File: src/rtl/core/cps_pkg.sv
`default_nettype none
// ----------------------------------------------------------------------------
// cps_pkg: shared types and codes for the column projection segmenter
// Result kinds, run phases, register map and the record / bundle structs
// that carry results from the segmentation core to the result queue.
// ----------------------------------------------------------------------------
package cps_pkg;

  localparam int CPS_MAX_WIDTH  = 1024;
  localparam int CPS_MAX_HEIGHT = 1024;

  localparam int CNT_W   = 11;  // column / row counters, widths, thresholds
  localparam int POS_W   = 10;  // column position
  localparam int SUM_W   = 24;  // space width total
  localparam int NUM_W   = 16;  // space count
  localparam int PIX_W   = 8;
  localparam int NSLOT   = 3;   // most results one pixel can cause

  // Result kinds
  localparam logic [1:0] KIND_NEWLINE = 2'd0;
  localparam logic [1:0] KIND_SEGMENT = 2'd1;
  localparam logic [1:0] KIND_SPACE   = 2'd2;
  localparam logic [1:0] KIND_END     = 2'd3;

  // Run phases
  localparam logic [1:0] PH_LEAD  = 2'd0;
  localparam logic [1:0] PH_BLACK = 2'd1;
  localparam logic [1:0] PH_GAP   = 2'd2;

  // Register indexes (byte address = 4 * index)
  localparam logic [1:0] REG_IMAGE_WIDTH = 2'd0;
  localparam logic [1:0] REG_COL_THRESH  = 2'd1;
  localparam logic [1:0] REG_BLACK_LEVEL = 2'd2;

  typedef struct packed {
    logic [CNT_W-1:0] image_width;
    logic [CNT_W-1:0] column_threshold;
    logic [PIX_W-1:0] black_level;
  } cps_cfg_t;

  typedef struct packed {
    logic             last;
    logic [NUM_W-1:0] space_tally;
    logic [SUM_W-1:0] space_sum;
    logic [CNT_W-1:0] band_height;
    logic [CNT_W-1:0] seg_width;
    logic [POS_W-1:0] position;
    logic [1:0]       kind;
  } cps_rec_t;

  // All results of one pixel, in emission order from slot 0
  typedef struct packed {
    logic [1:0]           cnt;
    cps_rec_t [NSLOT-1:0] rec;
  } cps_bundle_t;

  function automatic cps_rec_t mk_rec(input logic [1:0]       kind,
                                      input logic [POS_W-1:0] pos,
                                      input logic [CNT_W-1:0] w,
                                      input logic [CNT_W-1:0] h,
                                      input logic [SUM_W-1:0] sum,
                                      input logic [NUM_W-1:0] num);
    cps_rec_t r;
    r.last        = 1'b0;
    r.space_tally = num;
    r.space_sum   = sum;
    r.band_height = h;
    r.seg_width   = w;
    r.position    = pos;
    r.kind        = kind;
    return r;
  endfunction

endpackage
`default_nettype wire

File: src/rtl/core/cps_seg.sv
`default_nettype none
// ----------------------------------------------------------------------------
// cps_seg: segmentation core
// Input register, per-pixel column counting and run tracking; builds the
// bundle of results for each pixel and pushes non-empty ones into the result queue.
// ----------------------------------------------------------------------------
module cps_seg
  import cps_pkg::*;
#(
  parameter int MAX_WIDTH  = CPS_MAX_WIDTH,
  parameter int MAX_HEIGHT = CPS_MAX_HEIGHT
) (
  input  logic        clk,
  input  logic        rst_n,
  input  cps_cfg_t    cfg,
  input  logic        in_tvalid,
  output logic        in_tready,
  input  logic [7:0]  in_tdata,   // [7:0] pixel
  input  logic [1:0]  in_tuser,   // [0] last_in_column, [1] new_image
  input  logic        in_tlast,   // last_in_band
  input  logic        q_full,
  output logic        push,
  output cps_bundle_t bundle
);

  localparam logic [CNT_W-1:0] HCAP = CNT_W'((MAX_HEIGHT < 2047) ? MAX_HEIGHT : 2047);
  localparam logic [CNT_W-1:0] WCAP = CNT_W'((MAX_WIDTH  < 2047) ? MAX_WIDTH  : 2047);

  // input register
  logic             s1_v_r;
  logic [PIX_W-1:0] s1_pix_r;
  logic             s1_lic_r, s1_lib_r, s1_new_r;

  // state
  logic [CNT_W-1:0] dot_r, dot_nxt;
  logic [CNT_W-1:0] rows_r, rows_nxt;
  logic [CNT_W-1:0] height_r, height_nxt;
  logic             first_r, first_nxt;
  logic [CNT_W-1:0] colidx_r, colidx_nxt;
  logic [1:0]       phase_r, phase_nxt;
  logic [POS_W-1:0] start_r, start_nxt;
  logic [CNT_W-1:0] len_r, len_nxt;
  logic [SUM_W-1:0] tot_r, tot_nxt;
  logic [NUM_W-1:0] num_r, num_nxt;

  logic             go;
  logic             col_end;
  logic [CNT_W-1:0] dot1, rows1, thr, len1, col11;
  logic [POS_W-1:0] col;
  logic             black;
  logic [SUM_W-1:0] tot0;
  logic [NUM_W-1:0] num0;
  logic [SUM_W:0]   sum_ext;
  logic [3:0]       cflag;
  cps_rec_t [3:0]   cand;
  cps_rec_t [NSLOT-1:0] slots;
  logic [1:0]       n;
  logic [1:0]       mid_phase;
  logic [POS_W-1:0] mid_start;
  logic [CNT_W-1:0] mid_len;

  assign go        = s1_v_r && ((bundle.cnt == 2'd0) || !q_full);
  assign push      = go && (bundle.cnt != 2'd0);
  assign in_tready = !s1_v_r || go;

  always_ff @(posedge clk) begin
    if (!rst_n) begin
      s1_v_r <= 1'b0;
    end else if (in_tready) begin
      s1_v_r <= in_tvalid;
    end
  end

  always_ff @(posedge clk) begin
    if (in_tvalid && in_tready) begin
      s1_pix_r <= in_tdata;
      s1_lic_r <= in_tuser[0];
      s1_new_r <= in_tuser[1];
      s1_lib_r <= in_tlast;
    end
  end

  always_comb begin
    col_end = s1_lic_r || s1_lib_r;
    tot0    = s1_new_r ? '0 : tot_r;
    num0    = s1_new_r ? '0 : num_r;
    dot1    = ((s1_pix_r < cfg.black_level) && (dot_r < HCAP)) ? dot_r + 1'b1 : dot_r;
    rows1   = (rows_r < HCAP) ? rows_r + 1'b1 : rows_r;
    thr     = (cfg.column_threshold == '0) ? CNT_W'(1) : cfg.column_threshold;
    black   = dot1 >= thr;
    col11   = cfg.image_width - CNT_W'(1) - colidx_r;
    col     = col11[POS_W-1:0];
    len1    = (len_r < WCAP) ? len_r + 1'b1 : len_r;
    sum_ext = {1'b0, tot0} + (SUM_W+1)'(len_r);

    dot_nxt    = dot1;
    rows_nxt   = rows1;
    height_nxt = height_r;
    first_nxt  = first_r;
    colidx_nxt = colidx_r;
    phase_nxt  = phase_r;
    start_nxt  = start_r;
    len_nxt    = len_r;
    tot_nxt    = tot0;
    num_nxt    = num0;
    mid_phase  = phase_r;
    mid_start  = start_r;
    mid_len    = len_r;
    cflag      = '0;
    cand[0]    = mk_rec(KIND_NEWLINE, '0, '0, rows1, '0, '0);
    cand[1]    = mk_rec(KIND_SEGMENT, start_r, len_r, '0, '0, '0);
    cand[2]    = mk_rec(KIND_SEGMENT, '0, '0, '0, '0, '0);
    cand[3]    = mk_rec(KIND_END, '0, '0, '0, '0, '0);

    if (col_end) begin
      if (first_r) begin
        height_nxt = rows1;
        first_nxt  = 1'b0;
        cflag[0]   = 1'b1;
      end

      unique case (phase_r)
        PH_BLACK: begin
          if (black) begin
            mid_start = col;
            mid_len   = len1;
          end else begin
            cflag[1]  = 1'b1;
            mid_phase = PH_GAP;
            mid_start = col;
            mid_len   = CNT_W'(1);
          end
        end
        PH_GAP: begin
          if (black) begin
            cflag[1]      = 1'b1;
            cand[1].kind  = KIND_SPACE;
            tot_nxt       = sum_ext[SUM_W] ? '1 : sum_ext[SUM_W-1:0];
            num_nxt       = (num0 != '1) ? num0 + 1'b1 : num0;
            mid_phase     = PH_BLACK;
            mid_start     = col;
            mid_len       = CNT_W'(1);
          end else begin
            mid_start = col;
            mid_len   = len1;
          end
        end
        default: begin  // leading white
          if (black) begin
            mid_phase = PH_BLACK;
            mid_start = col;
            mid_len   = CNT_W'(1);
          end
        end
      endcase

      dot_nxt    = '0;
      rows_nxt   = '0;
      colidx_nxt = colidx_r + 1'b1;
      phase_nxt  = mid_phase;
      start_nxt  = mid_start;
      len_nxt    = mid_len;

      if (s1_lib_r) begin
        cflag[2]          = (mid_phase == PH_BLACK);
        cand[2].position  = mid_start;
        cand[2].seg_width = mid_len;
        cflag[3]          = 1'b1;
        cand[3].space_sum   = tot_nxt;
        cand[3].space_tally = num_nxt;
        phase_nxt  = PH_LEAD;
        start_nxt  = '0;
        len_nxt    = '0;
        first_nxt  = 1'b1;
        colidx_nxt = '0;
        height_nxt = '0;
      end
    end

    // pack the emitted records into consecutive slots
    slots = '0;
    n     = 2'd0;
    for (int i = 0; i < 4; i++) begin
      if (cflag[i] && (n != 2'd3)) begin
        slots[n] = cand[i];
        n        = n + 2'd1;
      end
    end
    if (n != 2'd0) begin
      slots[2'(n - 2'd1)].last = 1'b1;
    end
    bundle.rec = slots;
    bundle.cnt = n;
  end

  always_ff @(posedge clk) begin
    if (!rst_n) begin
      dot_r    <= '0;
      rows_r   <= '0;
      height_r <= '0;
      first_r  <= 1'b1;
      colidx_r <= '0;
      phase_r  <= PH_LEAD;
      start_r  <= '0;
      len_r    <= '0;
      tot_r    <= '0;
      num_r    <= '0;
    end else if (go) begin
      dot_r    <= dot_nxt;
      rows_r   <= rows_nxt;
      height_r <= height_nxt;
      first_r  <= first_nxt;
      colidx_r <= colidx_nxt;
      phase_r  <= phase_nxt;
      start_r  <= start_nxt;
      len_r    <= len_nxt;
      tot_r    <= tot_nxt;
      num_r    <= num_nxt;
    end
  end

endmodule
`default_nettype wire

File: src/rtl/core/cps_outq.sv
`default_nettype none
// ----------------------------------------------------------------------------
// cps_outq: result queue
// Two-entry queue of per-pixel result bundles; the head bundle is sent out
// one record per transfer, tlast on its final record.
// ----------------------------------------------------------------------------
module cps_outq
  import cps_pkg::*;
(
  input  logic        clk,
  input  logic        rst_n,
  input  logic        push,
  input  cps_bundle_t bundle,
  output logic        q_full,
  output logic        out_tvalid,
  input  logic        out_tready,
  output logic [71:0] out_tdata,  // position, seg_width, band_height, space_sum, space_tally
  output logic [1:0]  out_tuser,  // kind
  output logic        out_tlast   // last
);

  cps_bundle_t q_mem [2];
  logic        wr_ptr_r, rd_ptr_r;
  logic [1:0]  count_r;
  logic [1:0]  sub_r;
  cps_bundle_t head;
  cps_rec_t    rec;
  logic        xfer, pop;

  assign head       = q_mem[rd_ptr_r];
  assign rec        = head.rec[sub_r];
  assign out_tvalid = (count_r != 2'd0);
  assign out_tuser  = rec.kind;
  assign out_tdata  = {rec.space_tally, rec.space_sum, rec.band_height,
                       rec.seg_width, rec.position};
  assign out_tlast  = rec.last;
  assign q_full     = (count_r == 2'd2);
  assign xfer       = out_tvalid && out_tready;
  assign pop        = xfer && rec.last;

  always_ff @(posedge clk) begin
    if (push) begin
      q_mem[wr_ptr_r] <= bundle;
    end
  end

  always_ff @(posedge clk) begin
    if (!rst_n) begin
      wr_ptr_r <= 1'b0;
      rd_ptr_r <= 1'b0;
      count_r  <= 2'd0;
      sub_r    <= 2'd0;
    end else begin
      if (push) begin
        wr_ptr_r <= !wr_ptr_r;
      end
      if (pop) begin
        rd_ptr_r <= !rd_ptr_r;
      end
      if (push && !pop) begin
        count_r <= count_r + 2'd1;
      end else if (pop && !push) begin
        count_r <= count_r - 2'd1;
      end
      if (xfer) begin
        sub_r <= rec.last ? 2'd0 : sub_r + 2'd1;
      end
    end
  end

endmodule
`default_nettype wire

File: src/rtl/core/column_projection_segmenter_top.sv
`default_nettype none
// ----------------------------------------------------------------------------
// column_projection_segmenter_top: vertical projection segmenter
// Splits a text band into character segments and spaces from per-column
// black pixel counts.
// ----------------------------------------------------------------------------
// Usage:
//  - in_*: one pixel per transfer, columns right to left, rows top to bottom.
//    tdata = grey value, tuser[0] = last_in_column, tuser[1] = new_image,
//    tlast = last_in_band (also closes the current column).
//  - out_*: one result record per transfer; tuser = kind (new line, segment,
//    space, band end), tlast marks the final record caused by one pixel.
//  - cfg_*: APB-style registers: 0x0 image_width, 0x4 column_threshold,
//    0x8 black_level. Write only while the stream is idle.
//  - Throughput: one pixel per cycle unless a pixel with results meets a full
//    queue. A pixel that ends a column emits up to three records, one per
//    output cycle; a two-bundle result queue lets input flow while they drain.
//  - Record path: the input register takes the pixel at the transfer, then its
//    records are pushed into the result queue, whose head record is valid.
//  - Receiver stall: the queue fills, then in_tready drops once a pixel with
//    results cannot be stored; pixels with no results still pass.
//  - Reset (rst_n low, synchronous): registers return to defaults, counters
//    and run state clear, queue empties. No clearing pass is needed.
// ----------------------------------------------------------------------------
module column_projection_segmenter_top
  import cps_pkg::*;
#(
  parameter int MAX_WIDTH  = CPS_MAX_WIDTH,
  parameter int MAX_HEIGHT = CPS_MAX_HEIGHT
) (
  input  logic        clk,
  input  logic        rst_n,
  // pixel stream
  input  logic        in_tvalid,
  output logic        in_tready,
  input  logic [7:0]  in_tdata,     // [7:0] pixel
  input  logic [1:0]  in_tuser,     // [0] last_in_column, [1] new_image
  input  logic        in_tlast,     // last_in_band
  // result stream
  output logic        out_tvalid,
  input  logic        out_tready,
  output logic [71:0] out_tdata,    // [9:0] position, [20:10] seg_width,
                                    // [31:21] band_height, [55:32] space_sum,
                                    // [71:56] space_tally
  output logic [1:0]  out_tuser,    // [1:0] kind
  output logic        out_tlast,    // last
  // register port
  input  logic        cfg_psel,
  input  logic        cfg_penable,
  input  logic        cfg_pwrite,
  input  logic [3:0]  cfg_paddr,
  input  logic [31:0] cfg_pwdata,
  output logic [31:0] cfg_prdata,
  output logic        cfg_pready
);

  cps_cfg_t    cfg_r;
  logic        wr_en;
  logic        q_full;
  logic        push;
  cps_bundle_t bundle;

  assign cfg_pready = 1'b1;
  assign wr_en      = cfg_psel && cfg_penable && cfg_pwrite && cfg_pready;

  // register file; word index from paddr[3:2]
  always_ff @(posedge clk) begin
    if (!rst_n) begin
      cfg_r.image_width      <= CNT_W'(1024);
      cfg_r.column_threshold <= CNT_W'(1);
      cfg_r.black_level      <= PIX_W'(128);
    end else if (wr_en) begin
      unique case (cfg_paddr[3:2])
        REG_IMAGE_WIDTH: cfg_r.image_width      <= cfg_pwdata[CNT_W-1:0];
        REG_COL_THRESH:  cfg_r.column_threshold <= cfg_pwdata[CNT_W-1:0];
        REG_BLACK_LEVEL: cfg_r.black_level      <= cfg_pwdata[PIX_W-1:0];
        default: ;  // unmapped word, write dropped
      endcase
    end
  end

  always_comb begin
    unique case (cfg_paddr[3:2])
      REG_IMAGE_WIDTH: cfg_prdata = 32'(cfg_r.image_width);
      REG_COL_THRESH:  cfg_prdata = 32'(cfg_r.column_threshold);
      REG_BLACK_LEVEL: cfg_prdata = 32'(cfg_r.black_level);
      default:         cfg_prdata = '0;
    endcase
  end

  // counting and run tracking
  cps_seg #(
    .MAX_WIDTH  (MAX_WIDTH),
    .MAX_HEIGHT (MAX_HEIGHT)
  ) u_seg (
    .clk       (clk),
    .rst_n     (rst_n),
    .cfg       (cfg_r),
    .in_tvalid (in_tvalid),
    .in_tready (in_tready),
    .in_tdata  (in_tdata),
    .in_tuser  (in_tuser),
    .in_tlast  (in_tlast),
    .q_full    (q_full),
    .push      (push),
    .bundle    (bundle)
  );

  // result queue and record serializer
  cps_outq u_outq (
    .clk        (clk),
    .rst_n      (rst_n),
    .push       (push),
    .bundle     (bundle),
    .q_full     (q_full),
    .out_tvalid (out_tvalid),
    .out_tready (out_tready),
    .out_tdata  (out_tdata),
    .out_tuser  (out_tuser),
    .out_tlast  (out_tlast)
  );

endmodule
`default_nettype wire

File: config.mk
export PLATFORM = sky130hd
export DESIGN_NAME = column_projection_segmenter_top
export DESIGN_NICKNAME = d
export VERILOG_FILES = /design/src/rtl/core/cps_pkg.sv /design/src/rtl/core/cps_seg.sv /design/src/rtl/core/cps_outq.sv /design/src/rtl/core/column_projection_segmenter_top.sv
export SDC_FILE = /design/constraint.sdc
export NUM_CORES = 1
export LEC_CHECK = 0
export ABC_AREA = 1
export BUFFER_PORTS_ARGS = -buffer_cell sky130_fd_sc_hd__clkbuf_2
export CORE_MARGIN = 2
export CORE_UTILIZATION = 61
export DETAILED_ROUTE_END_ITERATION = 7
export PLACE_DENSITY_LB_ADDON = 0.25
export REMOVE_ABC_BUFFERS = 1
export SYNTH_ARGS = -nofsm -noshare
export SYNTH_HDL_FRONTEND = slang
export SYNTH_SLANG_ARGS = --single-unit
File: constraint.sdc
create_clock -name clk -period 18 [get_ports clk]
set_input_delay 2.7 -clock clk [delete_from_list [all_inputs] [get_ports clk]]
set_output_delay 2.7 -clock clk [all_outputs]
set_load 0.02 [all_outputs]
==> results of run 1 <==
## power breakdown
group          internal (mW)  switching (mW)  leakage [nW]
Combinational          0.281           0.846          5.10
Sequential              1.55          0.0546          4.97
Clock                  0.629           0.493         0.845
Total                   2.46            1.39          10.9
## cell usage after synthesis, types with 2 or more instances
cell type / n
a211oi_1: 18
a21o_1: 2
a21oi_1: 135
a21oi_4: 2
a22oi_1: 2
a31oi_1: 19
buf_1: 18
buf_2: 13
buf_4: 26
buf_6: 10
clkbuf_1: 121
clkinv_1: 4
conb_1: 2
dfxtp_1: 134
edfxtp_1: 417
fa_1: 3
ha_1: 52
inv_1: 226
inv_2: 15
nand2_1: 420
nand2_2: 8
nand3_1: 112
nand3_2: 4
nand3_4: 3
nand4_1: 31
nor2_1: 498
nor2_2: 9
nor2_4: 5
nor3_1: 41
nor3_2: 4
nor4_1: 2
o211ai_1: 6
o21a_1: 20
o21ai_0: 375
o21ai_1: 24
o221ai_1: 34
o22ai_1: 51
o31ai_1: 3
or2_2: 8
xnor2_1: 9
xor2_1: 50
## path summary, 6_finish.rpt
check	endpoint	slack [ns]
hold / removal	flip-flop	0.45
hold reg to reg	flip-flop	0.45
setup reg to reg	u_outq.q_mem[1][120]	7.98
setup / recovery	in_tready	7.88
## metal layers
metal  routed length (µm)  track usage [%]  up-vias
met5                    0                0        -
met4                 2290             11.4        0
met3                 5330             4.52      168
met2                33900             51.8      877
met1                27200             37.5    10200
li1                     -                -    10200
## flip-flops by register name, summed over array words and instances, names as in the netlist, 10 cells and up, named ones only
register and count:
u_seg.tot_r 24, u_seg.start_r 10, u_seg.dot_r 11, u_seg.num_r 16
u_seg.colidx_r 10, u_outq.q_mem 406, cfg_r 30, u_seg.rows_r 11
u_seg.len_r 11
## cells by family after synthesis
group / Yosys count / synth area share [%]
AO/OA/AOI/OAI: 699 / 14.4
XOR/XNOR: 59 / 1.91
adder cells (fa/ha/maj): 55 / 2.63
buffers and inverters: 433 / 6.72
flip-flops: 551 / 56.3
multiplexers: 1 / 0.0371
other: 2 / 0.0278
AND/OR/NAND/NOR: 1152 / 17.9
## cell type report
class / count / area (µm²)
Clock buffer: 74 / 1460
Clock inverter: 28 / 284
Fill cell: 3486 / 14400
Inverter: 245 / 925
Multi-Input combinational cell: 1988 / 10100
Sequential cell: 551 / 15200
Tap cell: 592 / 741
Timing Repair Buffer: 146 / 801
## through the flow
stage	util (%)	worst slack (ns)	std cells	hold WS (ns)	power, mW
6_report	67.2	7.88	3624	0.453	3.86
5_1_grt	67.2	7.23	3624	0.481	4.02
4_1_cts	67.2	7.90	3624	0.444	3.86
3_5_place_dp	63.2	7.99	3522	0.435	2.75
3_3_place_gp	63.2	8.21	3522	0.426	2.71
2_1_floorplan	-	1.88	2784	0.419	2.37
==> flow_summary.ini, run 1 <==
[sta]
hold_viol_final = 0
fin_skew_ns = 0.0276
rsz0062_at_grt = no
maxSlewViolCount = 0
slew_headroom_pct = 26.5
tns_ns = 0
final-setup-viol-count = 0
final.min_clock_period_ns = 10.12
max_freq_mhz = 98.8
tightest_slew_ns = 1.10
final.period_utilization_pct = 56.2

[worst_setup_path]
reg2regPathDepth = 37
r2r_start = cfg_r[1]
worstSetupStartpoint = cfg_r[1]
cp_num_buf_inv = 6
max_stage_delay_ns = 0.60
end_kind = primary output
critPathKind = flip-flop to primary output
worst-path-stages = 34
slowest_stage = fa_1
cp_data_arrival_time_ns = 7.42
cpMostUsedCell = nand2_1
worst-path-max-fanout = 15
worstPathRequired_ns = 15.30
start_kind = flip-flop
critPathTopFamily = simple AND/OR/NAND/NOR gates

[routing]
drc = 0
via_per_inst = 5.92
drt_wl_total_mm = 68.8
dr.pass1.iters = 5
wl_per_cell_um = 19.0
drt-initial-drc-count = 2011
detail-route-antenna-nets = 0
via_count = 21500

[global_routing]
track_usage_pct = 29.7
grt_max_degree = 120
antenna_found_initial = 0
globalRouteOverflowTotal = 0
grt_pass1_wl_mm = 110
grt_pass1_vias = 21500

[die]
core_mm2 = 0.0439
start_util_pct = 61.5
io_pins = 164
die_y_um = 214
die_x_um = 214
num_rows = 77
die-area_mm2 = 0.0460

[synthesis]
synth_area_leader_cell = edfxtp_1
synth_ff_type = edfxtp_1
async_flop_share_pct = 0
synth_edf_count = 417
yosysSeqAreaShare_pct = 56.3
syn_area_mm2 = 0.0270
yosys_warnings = 0
synth_cell_types = 57
yosys-top-cells-area = edfxtp_1, dfxtp_1, o21ai_0
synth_top_area_share_pct = 46.4
syn_avg_cell_area_um2 = 9.15
synthCells = 2952
synth_seq_cells = 551

[clocking]
tritoncts = yes
postCtsSetupRepairBufs = 0
h-tree-depth = 2
hold_buffers = 0
clk_pin_slew_worst_paths_ns = 0.06
cts-root-buf = clkbuf_16
cts_buffers = 54
postCtsResizedCells = 0
clk_path_buf_depth = 3
insertion_delay_ns = 0.63
cts_sinks = 551

[power_and_ir_drop]
p_per_area_mw_per_mm2 = 131
max-vdd-ir-drop_mv = 0.0813
leakage_nw = 10.9

[status]
status = finished, final reports clean

[placed_design]
dp_hpwl_mm = 41.4
place_area_mm2 = 0.0278
gp_congestion = 0.917
io_buffers = 118

[cells_and_area]
final_common_cell = nor2_1
final_cell_mix = nor2_1, nand2_1, edfxtp_1, o21ai_0, inv_1
drive_gt1_share_pct = 9.73
syn_to_final_growth_pct = 9.30
diodes = 0
final_cell_area_mm2 = 0.0295
fin_nets = 3095

[job]
cap_violations = 0

[hold_path]
hold_depth = 1
holdCritPathClass = flip-flop to flip-flop
min_from = u_outq.rd_ptr_r
(Power assumes the default switching activity.)
==> run 2, diff against run 1 <==
CORE_UTILIZATION = 55   (was 61)
clock period = 8.27 ns   (was 18 ns; I/O delays follow)
==> run 2 against run 1 <==
  * Critical path depth decreased by 1
  * Sequential share of layout area decreased by 0.58 points
  * Count of clock-buffer cells in the layout decreased by 1
  * Sequential cell count unchanged
  * Routed wire length increased by 1.2%
  * Register-to-register slack got worse by 6.8 ns
  * Clock power increased by 120%
  * Power increased by 120%
  * First-iteration DRC count decreased by 5.7%
  * Sequential power increased by 120%
  * Worst hold slack got worse by 0.0053 ns
  * Largest power group unchanged
==> flow_summary.ini, run 2 (same netlist as run 1, synthesis figures left out) <==
[clocking]
clk_pin_slew_worst_paths_ns = 0.06
tritoncts = yes
clk_path_buf_depth = 3
h-tree-depth = 2
cts-root-buf = clkbuf_16
cts_buffers = 55
insertion_delay_ns = 0.62
cts_sinks = 551

[power_and_ir_drop]
p_per_area_mw_per_mm2 = 285
power.share.clock_pct = 29.4
p_int_mw = 5.46
switchingPower_mw = 3.05
power_frac_seq_pct = 40.9
combPwrFrac_pct = 29.7
switching_share_pct = 35.9
leakage_nw = 11.0
max-vdd-ir-drop_mv = 0.228

[die]
die_x_um = 226
num_rows = 81
io_pins = 164
die_y_um = 226
core_mm2 = 0.0487
start_util_pct = 55.4
die-area_mm2 = 0.0509

[worst_setup_path]
end_kind = primary output
max_stage_delay_ns = 0.59
critPathKind = flip-flop to primary output
cp_num_buf_inv = 7
critPathTopFamily = simple AND/OR/NAND/NOR gates
cpMostUsedCell = inv_1
r2r_start = u_seg.s1_pix_r[1]
reg2reg_setup_slack_ns = 1.15
reg2reg_to = u_outq.q_mem[1][143]
worstPathRequired_ns = 7.03
worst-path-max-fanout = 9
cp_data_arrival_time_ns = 6.60
slowest_stage = fa_1
start_kind = flip-flop
reg2regPathDepth = 35

[placed_design]
place_area_mm2 = 0.0280
io_buffers = 118
dp_hpwl_mm = 42.7
gp_congestion = 0.907

[sta]
tns_ns = 0
final-setup-viol-count = 0
maxSlewViolCount = 0
max_freq_mhz = 128
fin_skew_ns = 0.0192
slew_headroom_pct = 26.9
tightest_slew_ns = 1.10
final.period_utilization_pct = 94.8
hold_viol_final = 0
final.min_clock_period_ns = 7.84

[routing]
via_count = 21500
dr.pass1.iters = 6
via_per_inst = 5.79
wl_per_cell_um = 18.8
drt-initial-drc-count = 1897
detail-route-antenna-nets = 0
drc = 0
drt_wl_total_mm = 69.6

[hold_path]
min_to = u_seg.tot_r[7]
min_from = u_seg.tot_r[7]
holdCritPathClass = flip-flop to flip-flop
hold_depth = 2

[global_routing]
grt_max_degree = 89
grt_pass1_wl_mm = 110
grt_pass1_vias = 21200
antenna_found_initial = 0
track_usage_pct = 27.3
globalRouteOverflowTotal = 0

[cells_and_area]
final_cell_area_mm2 = 0.0298
regMostFlops = u_outq.q_mem
largest_reg_flops = 406
fin_nets = 3111
diodes = 0
reg_top3 = u_outq.q_mem: 406 flops, cfg_r: 30 flops, u_seg.tot_r: 24 flops
final_common_cell = nor2_1
final_cell_mix = nor2_1, nand2_1, edfxtp_1, o21ai_0, inv_1
drive_gt1_share_pct = 10.2
syn_to_final_growth_pct = 10.6

[status]
status = finished, final reports clean

[job]
cap_violations = 0
-- run 2: cell count changes in the layout (fill, tap and decap cells not counted), sizes merged --
cell,delta
bufinv,+2
clkinv,+3
clkbuf,-1
buf,+15
clkinvlp,-2
-- run 2: what timing repair did --
item,in CTS,in global routing
hold buffers,0,0
gates cloned,0,0
resized for setup,1,4
pin swaps,0,2
setup buffers,0,6
endpoints found under the setup margin,1,1
-- run 2: through the flow --
step | setup WS (ns) | cells | hold slack (ns) | utilization (%) | power [mW]
after CTS | 0.0232 | 3707 | 0.450 | 61.1 | 8.52
final | 0.430 | 3713 | 0.448 | 61.2 | 8.51
after detailed placement | 0.529 | 3603 | 0.436 | 57.4 | 6.03
after global routing | -0.00425 | 3713 | 0.464 | 61.2 | 8.88
after global placement | 0.773 | 3603 | 0.432 | 57.4 | 5.96
after floorplan | -7.85 | 2784 | 0.419 | - | 5.16
-- run 2: worst min-delay path: stages (launching register included) --
cell and delay [ns]:
dfxtp_1 0.31, nand2_1 0.06, nand2_1 0.04
-- run 2: power groups by stage --
stage | combinational, mW | sequential (mW) | clock, mW
after floorplan | 1.50 | 3.66 | 0
after global placement | 2.45 | 3.51 | 0
after detailed placement | 2.50 | 3.53 | 0
after CTS | 2.52 | 3.47 | 2.53
after global routing | 2.75 | 3.50 | 2.63
final | 2.53 | 3.48 | 2.50
-- run 2: area by class of cell --
| type | count | area [µm²] |
|---|---|---|
| clock inverters | 31 | 314 |
| repair buffers | 161 | 988 |
| multi-input cells | 1988 | 10100 |
| well taps | 664 | 831 |
| flip-flops and latches | 551 | 15200 |
| clock buffers | 73 | 1470 |
| inverters | 245 | 925 |
| fillers | 4042 | 18900 |
-- run 2: worst max path at each step --
stage / start / to / slack [ns] / cells after the start
6_report: u_seg.s1_pix_r[1] / in_tready / 0.43 / 33
4_1_cts: cfg_r[1] / in_tready / 0.02 / 32
2_1_floorplan: u_seg.s1_lib_r / u_outq.q_mem[1][0] / -7.85 / 15
3_5_place_dp: cfg_r[1] / in_tready / 0.53 / 32
5_1_grt: cfg_r[1] / in_tready / -0.004 / 35
3_3_place_gp: cfg_r[1] / in_tready / 0.77 / 34
-- run 2: per-layer routing --
layer	track usage, %	up-vias	wire length, µm
li1	-	10200	-
met1	34.1	10300	28200
met2	47.5	838	34400
met3	3.60	169	4570
met4	12.0	0	2540
met5	0	-	0
